## src/hdl/ateng_pkg.sv

```systemverilog
// Shared types, constants and a helper function for the ANSI text cursor engine.
package ateng_pkg;

  // Widest pane the cursor logic supports, in text columns.
  localparam int MAX_COLS = 160;
  localparam int EndW     = $clog2(MAX_COLS + 1);

  // Character codes.
  localparam logic [7:0] ESC_BYTE   = 8'd27;
  localparam logic [7:0] LF_BYTE    = 8'd10;
  localparam logic [7:0] TAB_BYTE   = 8'd9;
  localparam logic [7:0] LBRACKET   = 8'h5B;
  localparam logic [7:0] SEMICOLON  = 8'h3B;
  localparam logic [7:0] SGR_FINAL  = 8'h6D;
  localparam logic [7:0] DIGIT_ZERO = 8'h30;
  localparam logic [7:0] DIGIT_NINE = 8'h39;
  localparam logic [7:0] FINAL_LO   = 8'h40;
  localparam logic [7:0] FINAL_HI   = 8'h7E;
  localparam logic [7:0] PRINT_LO   = 8'h20;

  // Colors.
  localparam logic [7:0] COLOR_RESET = 8'h07;
  localparam logic [7:0] COLOR_LITE  = 8'h0F;
  localparam logic [7:0] BRIGHT_BIT  = 8'h08;

  // SGR parameter handling.
  localparam logic [9:0]  SGR_SAT      = 10'd1023;
  localparam logic [9:0]  SGR_FG_LO    = 10'd30;
  localparam logic [9:0]  SGR_FG_HI    = 10'd37;
  localparam logic [9:0]  SGR_BRIGHT_LO = 10'd90;
  localparam logic [9:0]  SGR_BRIGHT_HI = 10'd97;

  // Configuration register indexes.
  localparam logic [7:0] REG_PANE_FIRST  = 8'd0;
  localparam logic [7:0] REG_END_COL     = 8'd1;
  localparam logic [7:0] REG_ROW_LIMIT   = 8'd2;
  localparam logic [7:0] REG_FORCE_WHITE = 8'd3;

  // What the back end must do with an item.
  typedef enum logic [1:0] {
    KIND_SKIP    = 2'd0,
    KIND_NEWLINE = 2'd1,
    KIND_TAB     = 2'd2,
    KIND_CELL    = 2'd3
  } item_kind_t;

  // One classified item as it travels through the queue.
  typedef struct packed {
    item_kind_t kind;
    logic       printable;
    logic [7:0] glyph;
    logic [7:0] color;
  } queue_item_t;

  // Pane geometry seen by the cursor logic.
  typedef struct packed {
    logic [7:0] first_col;
    logic [7:0] end_col;
    logic [7:0] row_limit;
  } pane_cfg_t;

  // ANSI color number to VGA color number.
  function automatic logic [2:0] sgr_palette(input logic [2:0] idx);
    logic [2:0] res;
    unique case (idx)
      3'd0: res = 3'd0;
      3'd1: res = 3'd4;
      3'd2: res = 3'd2;
      3'd3: res = 3'd6;
      3'd4: res = 3'd1;
      3'd5: res = 3'd5;
      3'd6: res = 3'd3;
      3'd7: res = 3'd7;
      default: res = 3'd0;
    endcase
    return res;
  endfunction

endpackage

```

## src/hdl/ateng_front.sv

```systemverilog
// Front end: escape sequence parser, SGR color tracking and item classification.
module ateng_front (
  input  logic                 clk,
  input  logic                 rst,
  input  logic                 accept,
  input  logic [7:0]           char_byte,
  input  logic                 force_white,
  output ateng_pkg::queue_item_t item
);
  import ateng_pkg::*;

  typedef enum logic [2:0] {
    PH_IDLE = 3'b001,
    PH_ESC  = 3'b010,
    PH_CSI  = 3'b100
  } phase_t;

  phase_t      phase, phase_next;
  logic [9:0]  sgr_value, sgr_value_next;
  logic        value_seen, value_seen_next;
  logic [7:0]  text_color, text_color_next;
  logic        sw;

  logic [13:0] sgr_acc;
  logic [9:0]  sgr_off;
  logic [7:0]  bg;
  logic        is_digit;

  // Decimal accumulate: value * 10 + digit, saturating.
  assign sgr_acc  = {1'b0, sgr_value, 3'b000} + {3'b000, sgr_value, 1'b0}
                  + {10'd0, char_byte[3:0]};
  assign is_digit = (char_byte >= DIGIT_ZERO) && (char_byte <= DIGIT_NINE);
  assign bg       = {text_color[7:4], 4'h0};
  assign sgr_off  = (sgr_value >= SGR_BRIGHT_LO) ? sgr_value - SGR_BRIGHT_LO
                                                 : sgr_value - SGR_FG_LO;

  // Parser step for the current byte.
  always_comb begin
    phase_next      = phase;
    sgr_value_next  = sgr_value;
    value_seen_next = value_seen;
    text_color_next = text_color;
    sw              = 1'b0;
    unique case (phase)
      PH_ESC: begin
        if (char_byte == LBRACKET) begin
          phase_next      = PH_CSI;
          sgr_value_next  = 10'd0;
          value_seen_next = 1'b0;
          sw              = 1'b1;
        end else begin
          phase_next = PH_IDLE;
        end
      end
      PH_CSI: begin
        sw = 1'b1;
        priority if (is_digit) begin
          sgr_value_next  = (sgr_acc > {4'd0, SGR_SAT}) ? SGR_SAT : sgr_acc[9:0];
          value_seen_next = 1'b1;
        end else if (char_byte == SEMICOLON) begin
          // A zero parameter closed by a separator resets the color.
          if (value_seen && (sgr_value == 10'd0)) begin
            text_color_next = force_white ? COLOR_LITE : COLOR_RESET;
          end
          sgr_value_next  = 10'd0;
          value_seen_next = 1'b0;
        end else if (char_byte == SGR_FINAL) begin
          phase_next = PH_IDLE;
          if (value_seen) begin
            if (sgr_value == 10'd0) begin
              text_color_next = force_white ? COLOR_LITE : COLOR_RESET;
            end else if ((sgr_value >= SGR_FG_LO) && (sgr_value <= SGR_FG_HI)) begin
              text_color_next = force_white ? COLOR_LITE
                              : (bg | {5'd0, sgr_palette(sgr_off[2:0])});
            end else if ((sgr_value >= SGR_BRIGHT_LO) && (sgr_value <= SGR_BRIGHT_HI)) begin
              text_color_next = force_white ? COLOR_LITE
                              : (bg | BRIGHT_BIT | {5'd0, sgr_palette(sgr_off[2:0])});
            end
          end
        end else if ((char_byte >= FINAL_LO) && (char_byte <= FINAL_HI)) begin
          phase_next = PH_IDLE;
        end else if (char_byte < PRINT_LO) begin
          // A control byte aborts the sequence and passes through as text.
          phase_next = PH_IDLE;
          sw         = 1'b0;
        end
      end
      PH_IDLE: begin
        if (char_byte == ESC_BYTE) begin
          phase_next = PH_ESC;
          sw         = 1'b1;
        end
      end
      default: begin
        phase_next = PH_IDLE;
      end
    endcase
  end

  // Classify the item for the cursor logic.
  always_comb begin
    item.glyph     = char_byte;
    item.color     = text_color;
    item.printable = (char_byte >= PRINT_LO) && (char_byte <= FINAL_HI);
    priority if (sw) begin
      item.kind = KIND_SKIP;
    end else if (char_byte == LF_BYTE) begin
      item.kind = KIND_NEWLINE;
    end else if (char_byte == TAB_BYTE) begin
      item.kind = KIND_TAB;
    end else begin
      item.kind = KIND_CELL;
    end
  end

  // Parser and color registers.
  always_ff @(posedge clk) begin
    if (rst) begin
      phase      <= PH_IDLE;
      sgr_value  <= 10'd0;
      value_seen <= 1'b0;
      text_color <= COLOR_LITE;
    end else if (accept) begin
      phase      <= phase_next;
      sgr_value  <= sgr_value_next;
      value_seen <= value_seen_next;
      text_color <= text_color_next;
    end
  end

endmodule

```

## src/hdl/ateng_queue.sv

```systemverilog
// Two-entry queue of classified items between the front and back ends.
module ateng_queue (
  input  logic                  clk,
  input  logic                  rst,
  input  logic                  push,
  input  ateng_pkg::queue_item_t push_item,
  input  logic                  pop,
  output ateng_pkg::queue_item_t head,
  output logic                  full,
  output logic                  not_empty
);
  import ateng_pkg::*;

  queue_item_t slots [2];
  logic        wr_ptr;
  logic        rd_ptr;
  logic [1:0]  count;

  assign full      = (count == 2'd2);
  assign not_empty = (count != 2'd0);
  assign head      = slots[rd_ptr];

  // Entry storage.
  always_ff @(posedge clk) begin
    if (push) begin
      slots[wr_ptr] <= push_item;
    end
  end

  // Pointers and fill count.
  always_ff @(posedge clk) begin
    if (rst) begin
      wr_ptr <= 1'b0;
      rd_ptr <= 1'b0;
      count  <= 2'd0;
    end else begin
      if (push) begin
        wr_ptr <= ~wr_ptr;
      end
      if (pop) begin
        rd_ptr <= ~rd_ptr;
      end
      if (push && !pop) begin
        count <= count + 2'd1;
      end else if (pop && !push) begin
        count <= count - 2'd1;
      end
    end
  end

endmodule

```

## src/hdl/ateng_back.sv

```systemverilog
// Back end: cursor movement, scroll detection and the registered result item.
module ateng_back (
  input  logic                   clk,
  input  logic                   rst,
  input  logic                   q_valid,
  input  ateng_pkg::queue_item_t q_item,
  output logic                   q_pop,
  input  ateng_pkg::pane_cfg_t   pane,
  output logic                   out_valid,
  input  logic                   out_stall,
  output logic                   draw_cell,
  output logic [7:0]             glyph,
  output logic [7:0]             cell_color,
  output logic [7:0]             cell_col,
  output logic [7:0]             cell_row,
  output logic                   scroll_up,
  output logic [7:0]             cursor_col,
  output logic [7:0]             cursor_row,
  output logic                   swallowed
);
  import ateng_pkg::*;

  logic [7:0]      cur_col, cur_col_next;
  logic [7:0]      cur_row, cur_row_next;
  logic            scroll;
  logic            wrap;
  logic            draw;

  logic [EndW-1:0] end_col;
  logic [8:0]      row_inc;
  logic            row_scroll;
  logic [7:0]      wrap_row;
  logic [7:0]      tab_dist;
  logic [9:0]      tab_col;
  logic [8:0]      cell_next;

  // Load the result register when it is empty or being taken.
  assign q_pop = q_valid && (!out_valid || !out_stall);

  // Pane end limited to the widest supported pane.
  always_comb begin
    if ({{(EndW > 8 ? EndW - 8 : 1){1'b0}}, pane.end_col} > (EndW + 1)'(MAX_COLS)) begin
      end_col = EndW'(MAX_COLS);
    end else begin
      end_col = EndW'(pane.end_col);
    end
  end

  // Next-row move with scroll and pinning at the last row.
  assign row_inc    = {1'b0, cur_row} + 9'd1;
  assign row_scroll = row_inc >= {1'b0, pane.row_limit};
  always_comb begin
    if (!row_scroll) begin
      wrap_row = row_inc[7:0];
    end else if (pane.row_limit == 8'd0) begin
      wrap_row = 8'd0;
    end else begin
      wrap_row = pane.row_limit - 8'd1;
    end
  end

  // Tab stop and single-cell advance targets.
  assign tab_dist  = cur_col - pane.first_col;
  assign tab_col   = {({2'b00, tab_dist} + 10'd4) & ~10'd3} + {2'b00, pane.first_col};
  assign cell_next = {1'b0, cur_col} + 9'd1;

  // Cursor update for the item at the head of the queue.
  always_comb begin
    wrap         = 1'b0;
    draw         = 1'b0;
    cur_col_next = cur_col;
    unique case (q_item.kind)
      KIND_SKIP: begin
        wrap = 1'b0;
      end
      KIND_NEWLINE: begin
        wrap = 1'b1;
      end
      KIND_TAB: begin
        if (tab_col >= 10'(end_col)) begin
          wrap = 1'b1;
        end else begin
          cur_col_next = tab_col[7:0];
        end
      end
      KIND_CELL: begin
        draw = q_item.printable;
        if (cell_next >= 9'(end_col)) begin
          wrap = 1'b1;
        end else begin
          cur_col_next = cell_next[7:0];
        end
      end
      default: begin
        wrap = 1'b0;
      end
    endcase
    scroll       = wrap && row_scroll;
    cur_row_next = wrap ? wrap_row : cur_row;
    if (wrap) begin
      cur_col_next = pane.first_col;
    end
  end

  // Cursor state.
  always_ff @(posedge clk) begin
    if (rst) begin
      cur_col <= 8'd0;
      cur_row <= 8'd0;
    end else if (q_pop) begin
      cur_col <= cur_col_next;
      cur_row <= cur_row_next;
    end
  end

  // Result valid flag.
  always_ff @(posedge clk) begin
    if (rst) begin
      out_valid <= 1'b0;
    end else if (q_pop) begin
      out_valid <= 1'b1;
    end else if (!out_stall) begin
      out_valid <= 1'b0;
    end
  end

  // Result payload.
  always_ff @(posedge clk) begin
    if (q_pop) begin
      draw_cell  <= draw;
      glyph      <= draw ? q_item.glyph : 8'd0;
      cell_color <= draw ? q_item.color : 8'd0;
      cell_col   <= draw ? cur_col : 8'd0;
      cell_row   <= draw ? cur_row : 8'd0;
      scroll_up  <= scroll;
      cursor_col <= cur_col_next;
      cursor_row <= cur_row_next;
      swallowed  <= (q_item.kind == KIND_SKIP);
    end
  end

endmodule

```

## src/hdl/ansi_text_cursor_engine.sv

```systemverilog
// Top level of the ANSI text cursor engine: configuration registers and wiring.
//
//  Channel  Direction  Handshake             Payload
//  in       input      in_valid / in_stall   char_byte
//  out      output     out_valid / out_stall draw_cell, glyph, cell_color, cell_col,
//                                            cell_row, scroll_up, cursor_col,
//                                            cursor_row, swallowed
//  cfg      input      cfg_we                cfg_index, cfg_data
//
// One byte is accepted per cycle while in_stall is low. Each byte yields one result
// item (parser into the queue, then the cursor unit into the result register).
// If out_stall is low, the cursor unit takes one entry per cycle: the sustained rate.
// Reset is synchronous and returns parser, color, cursor and queue to their start.
// A stall on the output holds the result; the two-entry queue absorbs the front end
// until it fills, and then in_stall rises.
module ansi_text_cursor_engine (
  input  logic       clk,
  input  logic       rst,
  input  logic       in_valid,
  output logic       in_stall,
  input  logic [7:0] char_byte,
  output logic       out_valid,
  input  logic       out_stall,
  output logic       draw_cell,
  output logic [7:0] glyph,
  output logic [7:0] cell_color,
  output logic [7:0] cell_col,
  output logic [7:0] cell_row,
  output logic       scroll_up,
  output logic [7:0] cursor_col,
  output logic [7:0] cursor_row,
  output logic       swallowed,
  input  logic       cfg_we,
  input  logic [7:0] cfg_index,
  input  logic [7:0] cfg_data
);
  import ateng_pkg::*;

  pane_cfg_t   pane;
  logic        force_white;
  logic        accept;
  logic        q_full;
  logic        q_not_empty;
  logic        q_pop;
  queue_item_t front_item;
  queue_item_t head_item;

  assign in_stall = q_full;
  assign accept   = in_valid && !in_stall;

  // Configuration registers.
  always_ff @(posedge clk) begin
    if (rst) begin
      pane.first_col <= 8'd0;
      pane.end_col   <= 8'd80;
      pane.row_limit <= 8'd58;
      force_white    <= 1'b0;
    end else if (cfg_we) begin
      unique case (cfg_index)
        REG_PANE_FIRST:  pane.first_col <= cfg_data;
        REG_END_COL:     pane.end_col   <= cfg_data;
        REG_ROW_LIMIT:   pane.row_limit <= cfg_data;
        REG_FORCE_WHITE: force_white    <= cfg_data[0];
        default: begin
          force_white <= force_white;
        end
      endcase
    end
  end

  // Parser and classifier.
  ateng_front u_front (
    .clk         (clk),
    .rst         (rst),
    .accept      (accept),
    .char_byte   (char_byte),
    .force_white (force_white),
    .item        (front_item)
  );

  // Decoupling queue.
  ateng_queue u_queue (
    .clk       (clk),
    .rst       (rst),
    .push      (accept),
    .push_item (front_item),
    .pop       (q_pop),
    .head      (head_item),
    .full      (q_full),
    .not_empty (q_not_empty)
  );

  // Cursor unit and result register.
  ateng_back u_back (
    .clk        (clk),
    .rst        (rst),
    .q_valid    (q_not_empty),
    .q_item     (head_item),
    .q_pop      (q_pop),
    .pane       (pane),
    .out_valid  (out_valid),
    .out_stall  (out_stall),
    .draw_cell  (draw_cell),
    .glyph      (glyph),
    .cell_color (cell_color),
    .cell_col   (cell_col),
    .cell_row   (cell_row),
    .scroll_up  (scroll_up),
    .cursor_col (cursor_col),
    .cursor_row (cursor_row),
    .swallowed  (swallowed)
  );

endmodule
```

## config.mk

```make
export PLATFORM = sky130hd
export DESIGN_NAME = ansi_text_cursor_engine
export DESIGN_NICKNAME = d
export VERILOG_FILES = /design/src/hdl/ateng_pkg.sv /design/src/hdl/ateng_front.sv /design/src/hdl/ateng_queue.sv /design/src/hdl/ateng_back.sv /design/src/hdl/ansi_text_cursor_engine.sv
export SDC_FILE = /design/constraint.sdc
export NUM_CORES = 1
export LEC_CHECK = 0
export ABC_CLOCK_PERIOD_IN_PS = 5000
export BUFFER_PORTS_ARGS = -buffer_cell sky130_fd_sc_hd__buf_2
export CAP_MARGIN = 10
export CORE_MARGIN = 4
export CORE_UTILIZATION = 40
export DETAILED_ROUTE_END_ITERATION = 12
export SYNTH_ARGS = -nofsm -noshare
export SYNTH_HDL_FRONTEND = slang
export SYNTH_SLANG_ARGS = --single-unit
```

## constraint.sdc

```tcl
create_clock -name clk -period 5 [get_ports clk]
set_input_delay 0.5 -clock clk [delete_from_list [all_inputs] [get_ports clk]]
set_output_delay 0.5 -clock clk [all_outputs]
set_load 0.01 [all_outputs]
```

Word-level counts from Yosys, hierarchy flattened
Memory sizes are Yosys's and may differ from the RTL's. A register that Yosys moved wholly into a read port is not among the register bits. Cells that the tools add are included.

Bits in registers: 119. Latch bits: 0. Memory bits (writable): 38. ROM bits: 48. Output and inout port bits: 53. Memories kept: 3.

Memory list: u_queue.slots (words 2, width 19, read ports 1, clocked after Yosys merged registers in 1, wr ports 1, RTL line ateng_queue.sv:14) `queue_item_t slots [2];`; (no name shown) (words 8, width 3, read ports 1, clocked after Yosys merged registers in 0, wr ports 0, RTL line ateng_pkg.sv:65) `unique case (idx)`; (no name shown) (words 8, width 3, read ports 1, clocked after Yosys merged registers in 0, wr ports 0, RTL line ateng_pkg.sv:65).

Add/sub/neg operators: 12. Multiply operators: 0. Div/mod/pow operators: 0. Magnitude comparators: 15. Equal/unequal tests: 24. Shift-type cells: 0. Muxes and demuxes: 74. Bitwise gates (word level): 5. Reductions and logical operators: 34.

Operators by type and width (number): 8-bit 2-to-1 mux (16); 3-bit 2-to-1 mux (23); 10-bit 2-to-1 mux (4); 1-bit 2-to-1 mux (20); 10-bit case mux with 2 select lines (1); 8-bit by 1-bit adder with 9-bit output (second input constant) (2); 9-bit by 8-bit >= comparator with 1-bit output (2); 8-bit by 2-bit equality test with 1-bit output (second input constant) (2); 8-bit by 4-bit equality test with 1-bit output (second input constant) (2); 8-bit by 7-bit equality test with 1-bit output (second input constant) (2); 8-bit by 6-bit >= comparator with 1-bit output (second input constant) (2); 8-bit logical NOT (2); 8-bit by 3-bit OR with 8-bit output (2); 8-bit case mux with 2 select lines (1); 13-bit by 11-bit adder with 14-bit output (1); 14-bit by 4-bit adder with 14-bit output (1); 14-bit by 10-bit greater-than comparator with 1-bit output (second input constant) (1); 1-bit logical AND (11); 10-bit by 8-bit adder with 10-bit output (1); 10-bit by 5-bit >= comparator with 1-bit output (second input constant) (1); 10-bit by 7-bit >= comparator with 1-bit output (second input constant) (1); 10-bit by 8-bit >= comparator with 1-bit output (1); 10-bit by 6-bit less-or-equal comparator with 1-bit output (second input constant) (1); 10-bit by 7-bit less-or-equal comparator with 1-bit output (second input constant) (1); 41 further kinds (63).

Depth between registers and ports, before layout
An unclocked memory read counts as a cell.

Depth in word-level cells: 19. Gate-level depth with buffers: 25. Mapped depth without buffers: 23.

By module
A second synthesis with hierarchy kept.

Cells, all modules: 895. Area, all modules: 9222.6 um^2.

By module, submodules not included: ateng_back (times used 1, cells an instance 492, area each 4788.3 um^2); ateng_front (times used 1, cells an instance 220, area each 1773.0 um^2); ateng_queue (times used 1, cells an instance 81, area each 1581.5 um^2); ansi_text_cursor_engine (times used 1, cells an instance 102, area each 1079.8 um^2).

Worst setup path before layout
No wires, ideal clock.

Path type: register to register. Start point: register, netlist name pane[18]. End point: register u_back.cursor_row[3] (data pin). Library setup time: 0.262 ns. Arrival time: 4.938 ns. Required time: 4.738 ns. Slack: -0.200 ns. Stages on the path, launching flop included: 23. Clock period less this slack: 5.200 ns. Cell sequence: dfxtp_1 > inv_1 > ha_1 > a21o_1 > a31o_4 > xor2_1 > ha_1 > and3_1 > mux2_2 > xnor2_1 > ha_1 > nand2_1 > o21ai_0 > xor2_1 > ha_1 > a211oi_1 > and3_1 > o31ai_1 > nor3_1 > nand4_2 > a31oi_2 > buf_6 > mux2_1.

Cells in the longest elaborated chain, start to end: 7.

RTL lines: 8-bit subtractor (RTL line ateng_back.sv:63) `assign tab_dist = cur_col - pane.first_col;`; 8-bit by 3-bit adder with 9-bit output (RTL line ateng_back.sv:64) `assign tab_col = {({2'b00, tab_dist} + 10'd4) & ~10'd3} + {2'b00, pane.first_col};`; 10-bit by 8-bit adder with 10-bit output (*) (RTL line ateng_back.sv:64); 10-bit by 8-bit >= comparator with 1-bit output (*) (RTL line ateng_back.sv:80) `if (tab_col >= 10'(end_col)) begin`; 1-bit 2-to-1 mux (*) (RTL line ateng_back.sv:80); 1-bit case mux with 4 select lines (*) (RTL line ateng_back.sv:72) `unique case (q_item.kind)`; 8-bit 2-to-1 mux (*) (RTL line ateng_back.sv:99) `cur_row_next = wrap ? wrap_row : cur_row;`; via u_back.cur_row_next[3] (RTL line ateng_back.sv:24) `logic [7:0] cur_row, cur_row_next;`; end signal: assignment (RTL line ateng_back.sv:137) `cursor_row <= cur_row_next;`; end: declaration (RTL line ateng_back.sv:18) `output logic [7:0] cursor_row,`.

Mark *: on every way through the listed nets, which the timed path passes. The rest lies on a longest branch. A chain may end at the register's enable or synchronous reset.

Worst setup path in the final report
Start point: register, netlist name pane[18]. End point: register u_back.cursor_row[0] (data pin).

Cells in the longest elaborated chain, start to end: 7.

RTL lines (RTL line): 8-bit subtractor (ateng_back.sv:63); 8-bit by 3-bit adder with 9-bit output (ateng_back.sv:64); 10-bit by 8-bit adder with 10-bit output (*) (ateng_back.sv:64); 10-bit by 8-bit >= comparator with 1-bit output (*) (ateng_back.sv:80); 1-bit 2-to-1 mux (*) (ateng_back.sv:80); 1-bit case mux with 4 select lines (*) (ateng_back.sv:72); 8-bit 2-to-1 mux (*) (ateng_back.sv:99); via u_back.cur_row_next[0] (ateng_back.sv:24).

Marks and branches as above.

==> results.md <==
- Yosys mapped a number of flops with a built-in enable equal to 77.
- At the later pin of the worst-skew pair, clock insertion delay measures about 0.43 ns.
- The CTS tree is done.
- The top routing layer in use is met5.
- The predominant post-synthesis flop cell is sky130_fd_sc_hd__edfxtp_1.
- In the post-route analysis, the smallest setup slack over all paths is -0.001163 ns.
- The initial antenna violation count was 2.
- For the worst setup path, the data required time is 5.17 ns.
- For this run, the slowest stage of the critical path takes 0.34 ns.
- The register with the most flip-flops in the layout has 30 of them.
- The critical path startpoint category is a flip-flop.
- The initial utilization of the core area, before any placement, comes to 0.4116.
- 82 I/O pins were placed.
- The slowest stage of the critical path is the sky130_fd_sc_hd__a31oi_4 cell.
- After the first detailed-routing iteration, the DRC count stood at 468.
- The overall track demand over capacity in global routing is 0.1786.
- The total die area is 23410 um^2.
- The tightest slew margin relative to the limit is 0.2630.
- The filler cells instantiated in the layout total 1888.
- After detailed routing, the number of remaining DRC violations is 0.
- The wire length of the first global-routing pass is approximately 34 mm.
- The worst setup path is captured at a flip-flop.
- After the last flow step, the layout net total stands at 1056.
- The number of inserted diodes is 0.
- The via count normalized by instance count is about 5.4.
- The total power of the final layout is 4.397 mW.
- The slack of the worst reg-to-reg path is -0.001 ns.
- Setup repair after global routing could not meet its margin everywhere.
- The count of mapped cells out of synthesis is 844.
- The flow ran to the end, but the final reports show violations.
- Of the total power, the share spent switching nets is 0.3361.
- The total number of clock tree sinks is 142.
- The critical path contains buffers and inverters numbering 2 combined.
- Of the total power, registers draw 0.358.
- The kind of cell with the highest combined delay along the critical path is compound AO/OA/AOI/OAI gates.
- The number of endpoints failing setup at the final stage is 1.
- The checks that failed: setup timing.
- Internal power comes to 2.919 mW.
- The number of nets still failing antenna checks after routing is 0.
- Summing every instance area after synthesis gives 8409 um^2.
- The min-delay analysis places its worst path in the category primary input to flip-flop.
- The core region is approximately 20000 um^2.
- The number of failing hold endpoints at the final stage was 0.
- The total number of placement rows is 52.
- The worst reg-to-reg path cell count is 23.
- The global placement routability congestion is just over 0.9.
- Summed over all nets, wire length on met3 after detailed routing comes to just under 900 um.
- The clock passes through at most 2 buffers.
- Dividing the detail-routed wire length by the instance count gives 16.80 um.
- The average instance in the mapped netlist occupies ~10 um^2.
- For this run, the top clock speed supported by timing is approximately 200 MHz.
- The detailed placement HPWL is 15.11 mm.
- The worst-case IR drop observed on VDD is 0.2420 mV.
- TritonCTS created 17 clock buffers.
- The largest net degree at the start of global routing is 53.
- The commonest non-fill, non-tap cell in the layout is sky130_fd_sc_hd__nor2_1.
- Across the run, the number of max-cap violations was 0.
- The leakage component of the power is 4.314 nW.
- The start of the worst register-to-register path is pane[18].
- Clock-pin slew was measured on the worst setup and hold paths at 0.06 ns.
- The endpoint identified for the worst register-to-register timing path is u_back.cursor_row[0].
- The post-synthesis to final-layout area growth is 23.40%.
- The critical path goes through inv_2 > ha_4 > a21o_1 > a31o_4 > xor2_2 > ha_2 > and3_4 > mux2_4 > xnor2_4 > ha_4 > a21oi_2 > o21ai_2 > xor2_2 > ha_4 > a211oi_2 > and3_4 > o31ai_4 > nor3_2 > nand4_4 > a31oi_4 > buf_12 > nor4_4 > a211o_1.
- In the layout the commonest cells are 89 x sky130_fd_sc_hd__nor2_1, 77 x sky130_fd_sc_hd__buf_2, 77 x sky130_fd_sc_hd__edfxtp_1, 62 x sky130_fd_sc_hd__nand2_1, 62 x sky130_fd_sc_hd__dfxtp_1.
- The synthesized flop and latch total is 142.
- The power density over the cells is about 420 nW/um^2.
- The via count of the first global-routing pass is 6546.
- The routed design could run at a clock period as short as between 5 and 6 ns.
- The critical path is of the flip-flop to flip-flop type.
- For the final database, setup skew stands at roughly 0.011 ns.
- The largest registers in the layout are u_queue.slots: 30 flops, pane: 24 flops, u_front.sgr_value: 10 flops.
- Measured along the x axis, the die boundary spans approximately 150 um.
- The register name with the most flops is u_queue.slots.
- The share of the Yosys chip area taken by registers is 0.4297.
- The transition time at the pin with the least slew margin is 1.101 ns.
- The instance count on the critical path is 23.
- The switching power is around 1.5 mW.
- The cell area after placement is approximately 9400 um^2.
- The final-report max-slew violation count came to 0.
- The share of total power dissipated in the clock network is 0.295.
- The vertical extent of the die is between 150 and 200 um.
- The number of levels the H-tree was split into is 4.
- In this run the tool buffered the top-level ports with 77 buffer cells.
- The wire length the detailed router placed on met1 is between 10 and 15 mm.
- STA puts the critical path data arrival time at a little over 5 ns.
- The post-layout instance area is 10380 um^2.
- The critical path starts at pane[18].
- The number of synthesis warnings is 0.
- The ratio of final minimum period to clock period is 1.000.
- CTS placed an instance of sky130_fd_sc_hd__clkbuf_16 at the clock tree root.
- The routed layout has 6775 vias.
- Summed over all layers, the global routing overflow is 0.
- The share of flip-flops with an asynchronous set or reset is 0.
- Summed over all nets, wire length on met2 after detailed routing comes to around 9.4 mm.
- The share of cells above drive strength 1 is 0.2428.
- Of the total power, combinational logic draws 0.347.
- Along the worst path, the maximum fanout reaches 5.
- The length of the first detailed-routing pass in iterations is 5.
- The worst hold path passes through 3 cells.
- The number of distinct standard cells referenced by the synthesized netlist is 86.
- After detailed routing, the total wire length is 20.94 mm.
- The critical path's most frequent cell is sky130_fd_sc_hd__ha_4.
- The last element of the critical path is u_back.cursor_row[0].
## final cells by class
| cell class | count | area, um^2 | area share |
|---|---|---|---|
| Multi-Input combinational cell | 626 | 4776 | 0.4602 |
| Inverter | 44 | 165.2 | 0.01592 |
| Clock inverter | 13 | 165.2 | 0.01592 |
| Sequential cell | 142 | 3617 | 0.3486 |
| Tap cell | 270 | 337.8 | 0.03255 |
| Timing Repair Buffer | 132 | 883.3 | 0.08512 |
| Clock buffer | 19 | 432.9 | 0.04172 |
## cell usage after synthesis, types with 4 or more instances
master,number,area (um^2)
sky130_fd_sc_hd__o21ai_1,9,45.04
sky130_fd_sc_hd__nor3b_1,4,30.03
sky130_fd_sc_hd__or4_1,5,37.54
sky130_fd_sc_hd__and3_1,10,62.56
sky130_fd_sc_hd__a31oi_1,9,56.30
sky130_fd_sc_hd__nand2_1,63,236.5
sky130_fd_sc_hd__a221oi_1,11,96.34
sky130_fd_sc_hd__dfxtp_1,65,1301
sky130_fd_sc_hd__o31ai_1,5,37.54
sky130_fd_sc_hd__a21oi_1,35,175.2
sky130_fd_sc_hd__o21ai_0,23,115.1
sky130_fd_sc_hd__inv_1,43,161.4
sky130_fd_sc_hd__buf_2,5,25.02
sky130_fd_sc_hd__nor2_1,93,349.1
sky130_fd_sc_hd__o22ai_1,5,31.28
sky130_fd_sc_hd__a21o_1,9,67.56
sky130_fd_sc_hd__nand3_1,30,150.1
sky130_fd_sc_hd__nor2b_1,9,56.30
sky130_fd_sc_hd__a211oi_1,8,60.06
sky130_fd_sc_hd__nand4_1,6,37.54
sky130_fd_sc_hd__clkbuf_1,21,78.83
sky130_fd_sc_hd__nor3_1,15,75.07
sky130_fd_sc_hd__xor2_1,13,113.9
sky130_fd_sc_hd__nand2b_1,13,81.33
sky130_fd_sc_hd__o21a_1,7,52.55
sky130_fd_sc_hd__xnor2_1,27,236.5
sky130_fd_sc_hd__edfxtp_1,77,2312
sky130_fd_sc_hd__mux2i_1,46,460.4
sky130_fd_sc_hd__ha_1,61,763.2
sky130_fd_sc_hd__mux2_2,6,67.56
sky130_fd_sc_hd__nor4_1,5,31.28
sky130_fd_sc_hd__a211o_1,5,43.79
sky130_fd_sc_hd__buf_4,5,37.54
sky130_fd_sc_hd__or3_1,4,25.02
sky130_fd_sc_hd__and2_1,17,106.4
## layer usage
| layer | up-vias | track usage |
|---|---|---|
| met2 | 170 | 0.2763 |
| met5 | - | 0 |
| met4 | 4 | 0.06067 |
| met1 | 3232 | 0.2488 |
| met3 | 36 | 0.03902 |
| li1 | 3333 | - |
## kinds of logic (layout without fill, tap and decap cells)
group	Yosys count	after routing	synth area share
multiplexers	55	55	0.06680
buffers and inverters	79	208	0.04092
AND/OR/NAND/NOR	290	290	0.1704
XOR/XNOR	40	40	0.04166
flip-flops	142	142	0.4297
adder cells (fa/ha/maj)	65	65	0.09909
AO/OA/AOI/OAI	172	172	0.1510
other	1	4	0.0004459
## worst reg2reg max path: stages, from the launching register on
cell and delay, ns:
sky130_fd_sc_hd__dfxtp_2 0.33, sky130_fd_sc_hd__inv_2 0.04, sky130_fd_sc_hd__ha_4 0.21, sky130_fd_sc_hd__a21o_1 0.18, sky130_fd_sc_hd__a31o_4 0.21, sky130_fd_sc_hd__xor2_2 0.15
sky130_fd_sc_hd__ha_2 0.20, sky130_fd_sc_hd__and3_4 0.15, sky130_fd_sc_hd__mux2_4 0.30, sky130_fd_sc_hd__xnor2_4 0.26, sky130_fd_sc_hd__ha_4 0.25, sky130_fd_sc_hd__a21oi_2 0.14
sky130_fd_sc_hd__o21ai_2 0.09, sky130_fd_sc_hd__xor2_2 0.24, sky130_fd_sc_hd__ha_4 0.24, sky130_fd_sc_hd__a211oi_2 0.20, sky130_fd_sc_hd__and3_4 0.22, sky130_fd_sc_hd__o31ai_4 0.08
sky130_fd_sc_hd__nor3_2 0.24, sky130_fd_sc_hd__nand4_4 0.18, sky130_fd_sc_hd__a31oi_4 0.34, sky130_fd_sc_hd__buf_12 0.17, sky130_fd_sc_hd__nor4_4 0.04, sky130_fd_sc_hd__a211o_1 0.30
## power groups by stage
stage	logic, mW	registers [mW]	clock network [mW]
after floorplan	0.772	1.69	0
after global placement	1.37	1.60	0
after detailed placement	1.39	1.60	0
after CTS	1.42	1.58	1.32
after global routing	1.67	1.60	1.37
final	1.53	1.57	1.30
## repair_timing
item                       CTS  global route
cloned                       0             1
pin swaps                    6            27
gates resized for setup      8            55
setup endpoints to repair   15            29
hold buffers                 0             0
setup buffers                3             3
## stage by stage
| stage | TNS, ns | instances | utilization | hold slack (ns) | setup slack (ns) |
|---|---|---|---|---|---|
| after global routing | -4.312 | 1246 | 0.5080 | 0.3311 | -0.2229 |
| final | -0.001163 | 1246 | 0.5080 | 0.3398 | -0.001163 |
| after floorplan | 0 | 847 | - | 0.4249 | 0.03735 |
| after CTS | 0 | 1242 | 0.4924 | 0.3149 | 0.009074 |
| after global placement | 0 | 1207 | 0.4595 | 0.4448 | 0.04140 |
| after detailed placement | -0.2119 | 1207 | 0.4595 | 0.4505 | -0.05767 |
## worst min path at each step
| stage | from | to | slack (ns) |
|---|---|---|---|
| 2_1_floorplan | u_front.text_color[0] | u_queue.slots[0][0] | 0.42 |
| 3_3_place_gp | u_front.value_seen | u_front.value_seen | 0.44 |
| 3_5_place_dp | u_front.value_seen | u_front.value_seen | 0.45 |
| 4_1_cts | cfg_data[6] | pane[14] | 0.31 |
| 5_1_grt | char_byte[4] | u_queue.slots[0][12] | 0.33 |
| 6_report | cfg_data[6] | pane[14] | 0.34 |
No activity file was read; power rests on OpenSTA's default activity.
